## config.mk

```make
export PLATFORM = sky130hd
export DESIGN_NAME = slfc_core
export DESIGN_NICKNAME = d
export VERILOG_FILES = /design/src/rtl/slfc_pkg.sv /design/src/rtl/slfc_core.sv
export SDC_FILE = /design/constraint.sdc
export NUM_CORES = 1
export LEC_CHECK = 0
export BUFFER_PORTS_ARGS = -buffer_cell sky130_fd_sc_hd__clkbuf_2
export CORE_AREA = 3 3 111 140
export DETAILED_ROUTE_END_ITERATION = 16
export DIE_AREA = 0 0 114 143
export PLACE_DENSITY_LB_ADDON = 0.25
export SLEW_MARGIN = 5
export SYNTH_ARGS = -nofsm -noshare
export SYNTH_HDL_FRONTEND = slang
export SYNTH_SLANG_ARGS = --single-unit
```

## constraint.sdc

```tcl
create_clock -name clk -period 9.5 [get_ports clk]
set_input_delay 1.425 -clock clk [delete_from_list [all_inputs] [get_ports clk]]
set_output_delay 1.425 -clock clk [all_outputs]
set_load 0.05 [all_outputs]
```

## src/rtl/slfc_pkg.sv

```systemverilog
`default_nettype none

package slfc_pkg;

	localparam int MAX_LINE_DEF = 512;
	localparam int BYTE_W       = 8;
	localparam int LEN_W        = 9;
	localparam int STATUS_W     = 3;
	localparam int PADDR_W      = 4;
	localparam int PDATA_W      = 32;

	localparam logic [7:0] CRC_POLY = 8'h07;
	localparam logic [7:0] CRC_INIT = 8'h00;
	localparam logic [7:0] CH_LF    = 8'd10;
	localparam logic [7:0] CH_CR    = 8'd13;

	localparam logic [7:0] START_RST = 8'd0;
	localparam logic [7:0] DELIM_RST = 8'd0;
	localparam logic [7:0] SEP_RST   = 8'd9;

	localparam logic [1:0] REG_START = 2'd0;
	localparam logic [1:0] REG_DELIM = 2'd1;
	localparam logic [1:0] REG_SEP   = 2'd2;

	typedef enum logic [STATUS_W-1:0] {
		ST_IGNORED     = 3'd0,
		ST_CRC_MISSING = 3'd1,
		ST_CRC_BAD     = 3'd2,
		ST_NO_TOPIC    = 3'd3,
		ST_ACCEPTED    = 3'd4
	} status_t;

	typedef struct packed {
		logic [BYTE_W-1:0] start_marker;
		logic [BYTE_W-1:0] crc_delimiter;
		logic [BYTE_W-1:0] field_separator;
	} cfg_t;

	typedef struct packed {
		status_t           status;
		logic [LEN_W-1:0]  topic_len;
		logic [LEN_W-1:0]  payload_len;
		logic [BYTE_W-1:0] crc;
	} result_t;

	function automatic logic [7:0] crc_next(input logic [7:0] crc, input logic [7:0] b);
		logic [7:0] v;
		v = crc ^ b;
		for (int i = 0; i < 8; i++) begin
			v = v[7] ? ((v << 1) ^ CRC_POLY) : (v << 1);
		end
		return v;
	endfunction

	// {valid, nibble}
	function automatic logic [4:0] hex_val(input logic [7:0] c);
		logic [4:0] r;
		r = 5'd0;
		if (c >= 8'h30 && c <= 8'h39) begin
			r = {1'b1, 4'(c - 8'h30)};
		end else if (c >= 8'h41 && c <= 8'h46) begin
			r = {1'b1, 4'(c - 8'h37)};
		end else if (c >= 8'h61 && c <= 8'h66) begin
			r = {1'b1, 4'(c - 8'h57)};
		end
		return r;
	endfunction

endpackage

`default_nettype wire

```

## src/rtl/slfc_core.sv

```systemverilog
`default_nettype none

module slfc_core #(
	parameter int MAX_LINE = slfc_pkg::MAX_LINE_DEF
) (
	input  wire logic                         clk,
	input  wire logic                         arst_n,
	input  wire logic                         step,
	input  wire logic [slfc_pkg::BYTE_W-1:0]  rx_byte,
	input  wire slfc_pkg::cfg_t               cfg,
	output slfc_pkg::result_t                 res
);

	localparam int LW = $clog2(MAX_LINE + 1);

	logic [LW-1:0] line_len_q, line_len_d;
	logic          marker_ok_q, marker_ok_d;
	logic [7:0]    crc_q, crc_d;
	logic [7:0]    crc_dlm_q, crc_dlm_d;
	logic [LW-1:0] dlm_pos_q, dlm_pos_d;
	logic          dlm_seen_q, dlm_seen_d;
	logic [1:0]    n_after_q, n_after_d;
	logic [7:0]    hex_hi_q, hex_hi_d;
	logic [7:0]    hex_lo_q, hex_lo_d;
	logic [LW-1:0] sep_pos_q, sep_pos_d;
	logic          sep_seen_q, sep_seen_d;

	logic [LW-1:0] pos;
	logic [LW:0]   len_inc;
	logic          clr;

	assign pos     = line_len_q - LW'(1);
	assign len_inc = {1'b0, line_len_q} + (LW+1)'(1);

	always_comb begin
		line_len_d  = line_len_q;
		marker_ok_d = marker_ok_q;
		crc_d       = crc_q;
		crc_dlm_d   = crc_dlm_q;
		dlm_pos_d   = dlm_pos_q;
		dlm_seen_d  = dlm_seen_q;
		n_after_d   = n_after_q;
		hex_hi_d    = hex_hi_q;
		hex_lo_d    = hex_lo_q;
		sep_pos_d   = sep_pos_q;
		sep_seen_d  = sep_seen_q;
		clr         = 1'b0;
		if (rx_byte == slfc_pkg::CH_LF) begin
			clr = 1'b1;
		end else if (rx_byte != slfc_pkg::CH_CR) begin
			if (line_len_q == '0) begin
				crc_d       = slfc_pkg::CRC_INIT;
				crc_dlm_d   = '0;
				dlm_pos_d   = '0;
				dlm_seen_d  = 1'b0;
				n_after_d   = '0;
				hex_hi_d    = '0;
				hex_lo_d    = '0;
				sep_pos_d   = '0;
				sep_seen_d  = 1'b0;
				marker_ok_d = (rx_byte == cfg.start_marker);
			end else begin
				if (rx_byte == cfg.crc_delimiter) begin
					crc_dlm_d  = crc_q;
					dlm_pos_d  = pos;
					dlm_seen_d = 1'b1;
					n_after_d  = '0;
				end else if (dlm_seen_q) begin
					if (n_after_q == 2'd0) begin
						hex_hi_d = rx_byte;
					end else if (n_after_q == 2'd1) begin
						hex_lo_d = rx_byte;
					end
					if (n_after_q != 2'd3) begin
						n_after_d = n_after_q + 2'd1;
					end
				end
				if (rx_byte == cfg.field_separator && !sep_seen_q) begin
					sep_seen_d = 1'b1;
					sep_pos_d  = pos;
				end
				crc_d = slfc_pkg::crc_next(crc_q, rx_byte);
			end
			line_len_d = len_inc[LW-1:0];
			if (len_inc > (LW+1)'(MAX_LINE)) begin
				clr = 1'b1;
			end
		end
	end

	always_ff @(posedge clk or negedge arst_n) begin
		if (!arst_n) begin
			line_len_q  <= '0;
			marker_ok_q <= 1'b0;
			crc_q       <= slfc_pkg::CRC_INIT;
			crc_dlm_q   <= '0;
			dlm_pos_q   <= '0;
			dlm_seen_q  <= 1'b0;
			n_after_q   <= '0;
			hex_hi_q    <= '0;
			hex_lo_q    <= '0;
			sep_pos_q   <= '0;
			sep_seen_q  <= 1'b0;
		end else if (step) begin
			if (clr) begin
				line_len_q  <= '0;
				marker_ok_q <= 1'b0;
				crc_q       <= slfc_pkg::CRC_INIT;
				crc_dlm_q   <= '0;
				dlm_pos_q   <= '0;
				dlm_seen_q  <= 1'b0;
				n_after_q   <= '0;
				hex_hi_q    <= '0;
				hex_lo_q    <= '0;
				sep_pos_q   <= '0;
				sep_seen_q  <= 1'b0;
			end else begin
				line_len_q  <= line_len_d;
				marker_ok_q <= marker_ok_d;
				crc_q       <= crc_d;
				crc_dlm_q   <= crc_dlm_d;
				dlm_pos_q   <= dlm_pos_d;
				dlm_seen_q  <= dlm_seen_d;
				n_after_q   <= n_after_d;
				hex_hi_q    <= hex_hi_d;
				hex_lo_q    <= hex_lo_d;
				sep_pos_q   <= sep_pos_d;
				sep_seen_q  <= sep_seen_d;
			end
		end
	end

	// status for a newline, from the state before it
	logic [4:0]    hv_hi, hv_lo;
	logic [7:0]    expect_crc;
	logic [LW-1:0] payload_w;

	assign hv_hi     = slfc_pkg::hex_val(hex_hi_q);
	assign hv_lo     = slfc_pkg::hex_val(hex_lo_q);
	assign payload_w = dlm_pos_q - sep_pos_q - LW'(1);

	always_comb begin
		if (!hv_hi[4]) begin
			expect_crc = '0;
		end else if (hv_lo[4]) begin
			expect_crc = {hv_hi[3:0], hv_lo[3:0]};
		end else begin
			expect_crc = {4'd0, hv_hi[3:0]};
		end
	end

	always_comb begin
		res.status      = slfc_pkg::ST_IGNORED;
		res.topic_len   = '0;
		res.payload_len = '0;
		res.crc         = '0;
		if (line_len_q != '0 && marker_ok_q) begin
			if (!dlm_seen_q || dlm_pos_q == '0 || n_after_q != 2'd2) begin
				res.status = slfc_pkg::ST_CRC_MISSING;
			end else if (expect_crc != crc_dlm_q) begin
				res.status = slfc_pkg::ST_CRC_BAD;
				res.crc    = crc_dlm_q;
			end else if (sep_seen_q && sep_pos_q != '0 && sep_pos_q < dlm_pos_q) begin
				res.status      = slfc_pkg::ST_ACCEPTED;
				res.crc         = crc_dlm_q;
				res.topic_len   = slfc_pkg::LEN_W'(sep_pos_q);
				res.payload_len = slfc_pkg::LEN_W'(payload_w);
			end else begin
				res.status = slfc_pkg::ST_NO_TOPIC;
			end
		end
	end

endmodule

`default_nettype wire

```

Yosys cells after proc, flatten, opt, wreduce, memory -nomap -nowiden
Index checks and enable logic that the tools add are counted.
- bits in registers: 67
- input bits: 35
- output and inout port bits: 29
- word-level logic and storage cells: 177
- $add $sub $neg: 11
- order comparisons: 14
- eq/ne operators: 12
- multiplexer cells: 85
- bitwise gates (word level): 9
- reduce and logical (&&, ||, !) cells: 35
- operators by type and width (kind ; count):
    8-bit two-way mux ; 27
    10-bit two-way mux ; 13
    26-bit two-way mux ; 2
    3-bit two-way mux ; 11
    8-bit by 7-bit >= comparator with 1-bit output (second input constant) ; 4
    8-bit by 7-bit <= comparator with 1-bit output (second input constant) ; 4
    5-bit two-way mux ; 6
    29-bit two-way mux ; 1
    8-bit == test ; 3
    3-bit NOT ; 8
    10-bit zero test ; 2
    10-bit nonzero test ; 2
    18-bit two-way mux ; 1
    1-bit two-way mux ; 17
    8-bit by 6-bit >= comparator with 1-bit output (second input constant) ; 2
    8-bit by 6-bit <= comparator with 1-bit output (second input constant) ; 2
    4-bit by 3-bit subtractor with 4-bit output (second input constant) ; 4
    3-bit nonzero test ; 5
    2-bit two-way mux ; 7
    4-bit AND reduction ; 3
    10-bit by 1-bit adder with 11-bit output (second input constant) ; 1
    11-bit by 10-bit > comparator with 1-bit output (second input constant) ; 1
    1-bit logical AND ; 10
    10-bit < comparator ; 1
    21 further kinds ; 29

Depth between registers and ports, before layout
- depth after elaboration: 21
- mapped depth: 12

Worst setup path after synthesis
No wires, ideal clock.
- path kind: register -> output
- from: reg hex_hi_q[1]
- to: out res[10] (netlist name)
- arrival: 3511 ps
- slack: 4564 ps
- cell stages (with the launch flop): 11
- buffers on the path: 0
- path through: dfrtp_1 > inv_1 > ha_1 > o21bai_1 > a21oi_1 > mux2i_1 > nand2b_1 > a311oi_1 > o311ai_1 > a211oi_4 > nor3b_1
- RTL lines (item ; RTL line ; RTL):
    start, declared ; slfc_core.sv:23 ; logic [7:0] hex_hi_q, hex_hi_d;
    start signal, assigned ; slfc_core.sv:125 ; hex_hi_q <= hex_hi_d;
    end, declared ; slfc_core.sv:11 ; output slfc_pkg::result_t res

==> results by group <==
GRT
  – First-pass GRT wire length: 20500 um
  – Largest net degree at the start of global routing: 68
  – Met2 Usage GRT: 24.8%
  – Grt met1 use: 21.4%
  – Vias in the first global route: 4066
  – Initial antenna violation count: 0
  – GR peak layer: met2
  – M3 GR Usage: 2.54%
  – Grt ovf: 0
  – Total GRT Usage: 15.4%

Cells and area
  – Fraction of layout cells with a size suffix above 1: 14.3%
  – Commonest non-fill, non-tap cell in the layout: nand2_1
  – Most frequent cells in the layout: 85 x nand2_1, 67 x dfrtp_1, 63 x clkbuf_2, 61 x o21ai_0, 38 x xnor2_1
  – Number of diodes: 0
  – Final core utilization: 39.6%
  – Layout Nets: 701
  – Finished Cell Area: 0.00569 sq mm
  – Syn-to-layout area delta: 14.5%
  – Layout Cells excl Fill: 816

Routing
  – Antenna Nets Post-Route: 0
  – Final Routed Wirelength: 12300 um
  – Drt drc: 0
  – Via Count: 4232
  – TritonRoute pass-1 iters: 4
  – Vias per inst: 5.19
  – Initial DRC count: 184
  – Drt wl/cell: 15.1 um

Placed design
  – Placement Setup Slack: 4640 ps
  – DPL Wire Length: 9590 um
  – IO Port Bufs: 63
  – Routability Congestion: 0.869
  – Post-Place Cells: 802
  – Placed Area: 0.00541 sq mm

Yosys
  – Async S/R FF share, synth: 100%
  – Synth unique cells: 66
  – Adder-cell share of the synthesized area: 7.96%
  – Post-Syn Nets: 651
  – Cell taking the most area after synthesis: dfrtp_1
  – Main synth FF type: dfrtp_1
  – Register area share after synthesis: 33.8%
  – Mux contribution to synthesized area: 0.403%
  – Mapped Area: 0.00497 sq mm
  – Register bit total from synthesis: 67
  – Main combinational cell family by area after synthesis: simple AND/OR/NAND/NOR gates
  – Top cell type's share of synthesized area: 33.8%
  – Simple-Gate Fraction of Synth Area: 23.0%
  – Synth Area in Compound Gates: 19.0%
  – Xor and xnor area share after synthesis: 11.1%
  – EDFF count, synth: 0
  – Synth top area cells: dfrtp_1 34%, ha_1 7.6%, xnor2_1 6.7%
  – Synth Area per Inst: 8.49 sq um
  – Gate Count Post-Synth: 585
  – YS warnings: 0

Pwr
  – Power per cell area: 230 mW/mm^2
  – Peak VDD IR: 0.000110 V
  – Total power: 1.31 mW
  – P_leak: 2.51 nW

Floorplanning
  – Core area: 0.0143 sq mm
  – Cell Rows: 49
  – Die span in x: 114 um
  – Die area: 0.0163 sq mm
  – Chip Height: 143 um
  – Starting Density: 34.6%
  – Ports: 64

Critical path
  – CP top delay family: compound AO/OA/AOI/OAI gates
  – Worst path max stage delay: 510 ps
  – Worst EP required: 8080 ps
  – Endpoint class of the critical path: output port
  – Crit path kind: flip-flop to output port
  – Reg2reg setup slack: 6210 ps
  – CP Buf/Inv Count: 2
  – Slowest cell on crit path: a211oi_4
  – Levels on crit path: 11
  – Reg2Reg Depth: 7
  – Crit-path max FO: 19
  – Endpoint arrival time on the critical path: 3740 ps
  – Worst-path cell chain: inv_1 -> ha_1 -> o21bai_1 -> a21oi_1 -> mux2i_1 -> nand2b_1 -> a311oi_1 -> o311ai_1 -> a211oi_4 -> nor3b_1 -> clkbuf_2
  – Crit start category: flip-flop

Clocking
  – Max clock buf depth: 2
  – Clock Tree Root: clkbuf_16
  – TritonCTS buffer count: 9
  – Hold Buf Count CTS: 0
  – CTS resizes: 0
  – Setup Fix Bufs, Post-CTS: 0
  – Clock latency on the worst-skew pair: 320 ps
  – Worst-path clk slew: 50 ps
  – Clock Sinks: 67
  – CTS tree: done
  – H-Tree Depth: 3

Worst hold path
  – Hold path depth: 2
  – Worst min-delay path category: flip-flop to flip-flop

STA
  – Achievable frequency: 0.194 GHz
  – Post-route setup slack: 4340 ps
  – Period utilization: 54.3%
  – Hold slack: 502 ps
  – Worst Skew: 6.36 ps
  – Setup TNS Final: 0 ps
  – Max-slew violation count: 0
  – Final setup viols: 0
  – Rel. slew slack: 34.2%
  – Final Hold Vio Count: 0
  – RSZ-0062 raised after global routing: false
  – Tightest Pin Transition: 981 ps
  – Tmin final: 5160 ps

Run status
  – Status: complete, no violations

Job
  – Max-cap violations: 0
## synthesized netlist by cell type (3+ instances only)
master / count
xnor2_1: 38
o21ai_1: 5
nand4_1: 6
nor3b_1: 3
ha_1: 30
xor2_1: 25
and2_1: 16
dfrtp_1: 67
clkbuf_1: 19
nor2_1: 31
nand3_1: 13
nand2b_1: 12
buf_2: 6
a21oi_1: 11
o31ai_1: 8
a21o_1: 13
nand2_1: 85
a211oi_1: 3
a22o_1: 10
and3_1: 6
nor2b_1: 13
o311ai_1: 3
o41ai_1: 3
o21ai_0: 61
inv_1: 33
nor4_1: 11
nor3_1: 6
## sequential cells by signal, indices dropped and copies added (netlist names)
signal,flops
crc_q,8
marker_ok_q,1
sep_pos_q,10
crc_dlm_q,8
dlm_seen_q,1
hex_hi_q,8
line_len_q,10
hex_lo_q,8
dlm_pos_q,10
sep_seen_q,1
n_after_q,2
## cell type report
type	count	area [sq um]
inverter	33	124
clock buffer	9	225
multi-input combinational	459	3050
clock inverter	5	56.3
fill	1489	8660
timing repair buffer	65	330
sequential	67	1680
tap	178	223
## path summary, 6_finish.rpt
check | from | end
worst min-delay path | hex_hi_q[5] | hex_hi_q[5]
max in group asynchronous | arst_n | crc_q[5]
worst max-delay path | hex_hi_q[1] | res[10]
worst max register to register | line_len_q[4] | hex_hi_q[0]
min in group asynchronous | arst_n | line_len_q[3]
worst min register to register | hex_hi_q[5] | hex_hi_q[5]
## power breakdown
| part | total, mW | switching, mW | leakage (nW) | internal, mW |
|---|---|---|---|---|
| Clock | 0.315 | 0.116 | 0.137 | 0.199 |
| Combinational | 0.543 | 0.314 | 1.48 | 0.229 |
| Sequential | 0.451 | 0.0978 | 0.893 | 0.353 |
## tightest hold or removal path, delay by kind of cell (launching register included)
kind | cells | cell delay [ps]
compound gates | 1 | 60
flops | 1 | 360
simple gates | 1 | 50
## cells by family (layout without fill, tap and decap cells)
kind of cell    count (synthesis)  after routing
compound gates                142            142
xor+xnor                       63             63
fa+ha+maj                      31             31
buf+inv                        59            112
flops                          67             67
mux                             2              2
simple gates                  221            221
## layer usage
layer / vias up / wire (um) / part of all wire, %
li1: 2124 / - / -
met1: 1995 / 5880 / 48
met2: 96 / 5680 / 46
met3: 17 / 533 / 4.3
met4: 0 / 193 / 1.6
met5: - / 0 / 0
No activity file was read; power rests on OpenSTA's default activity.
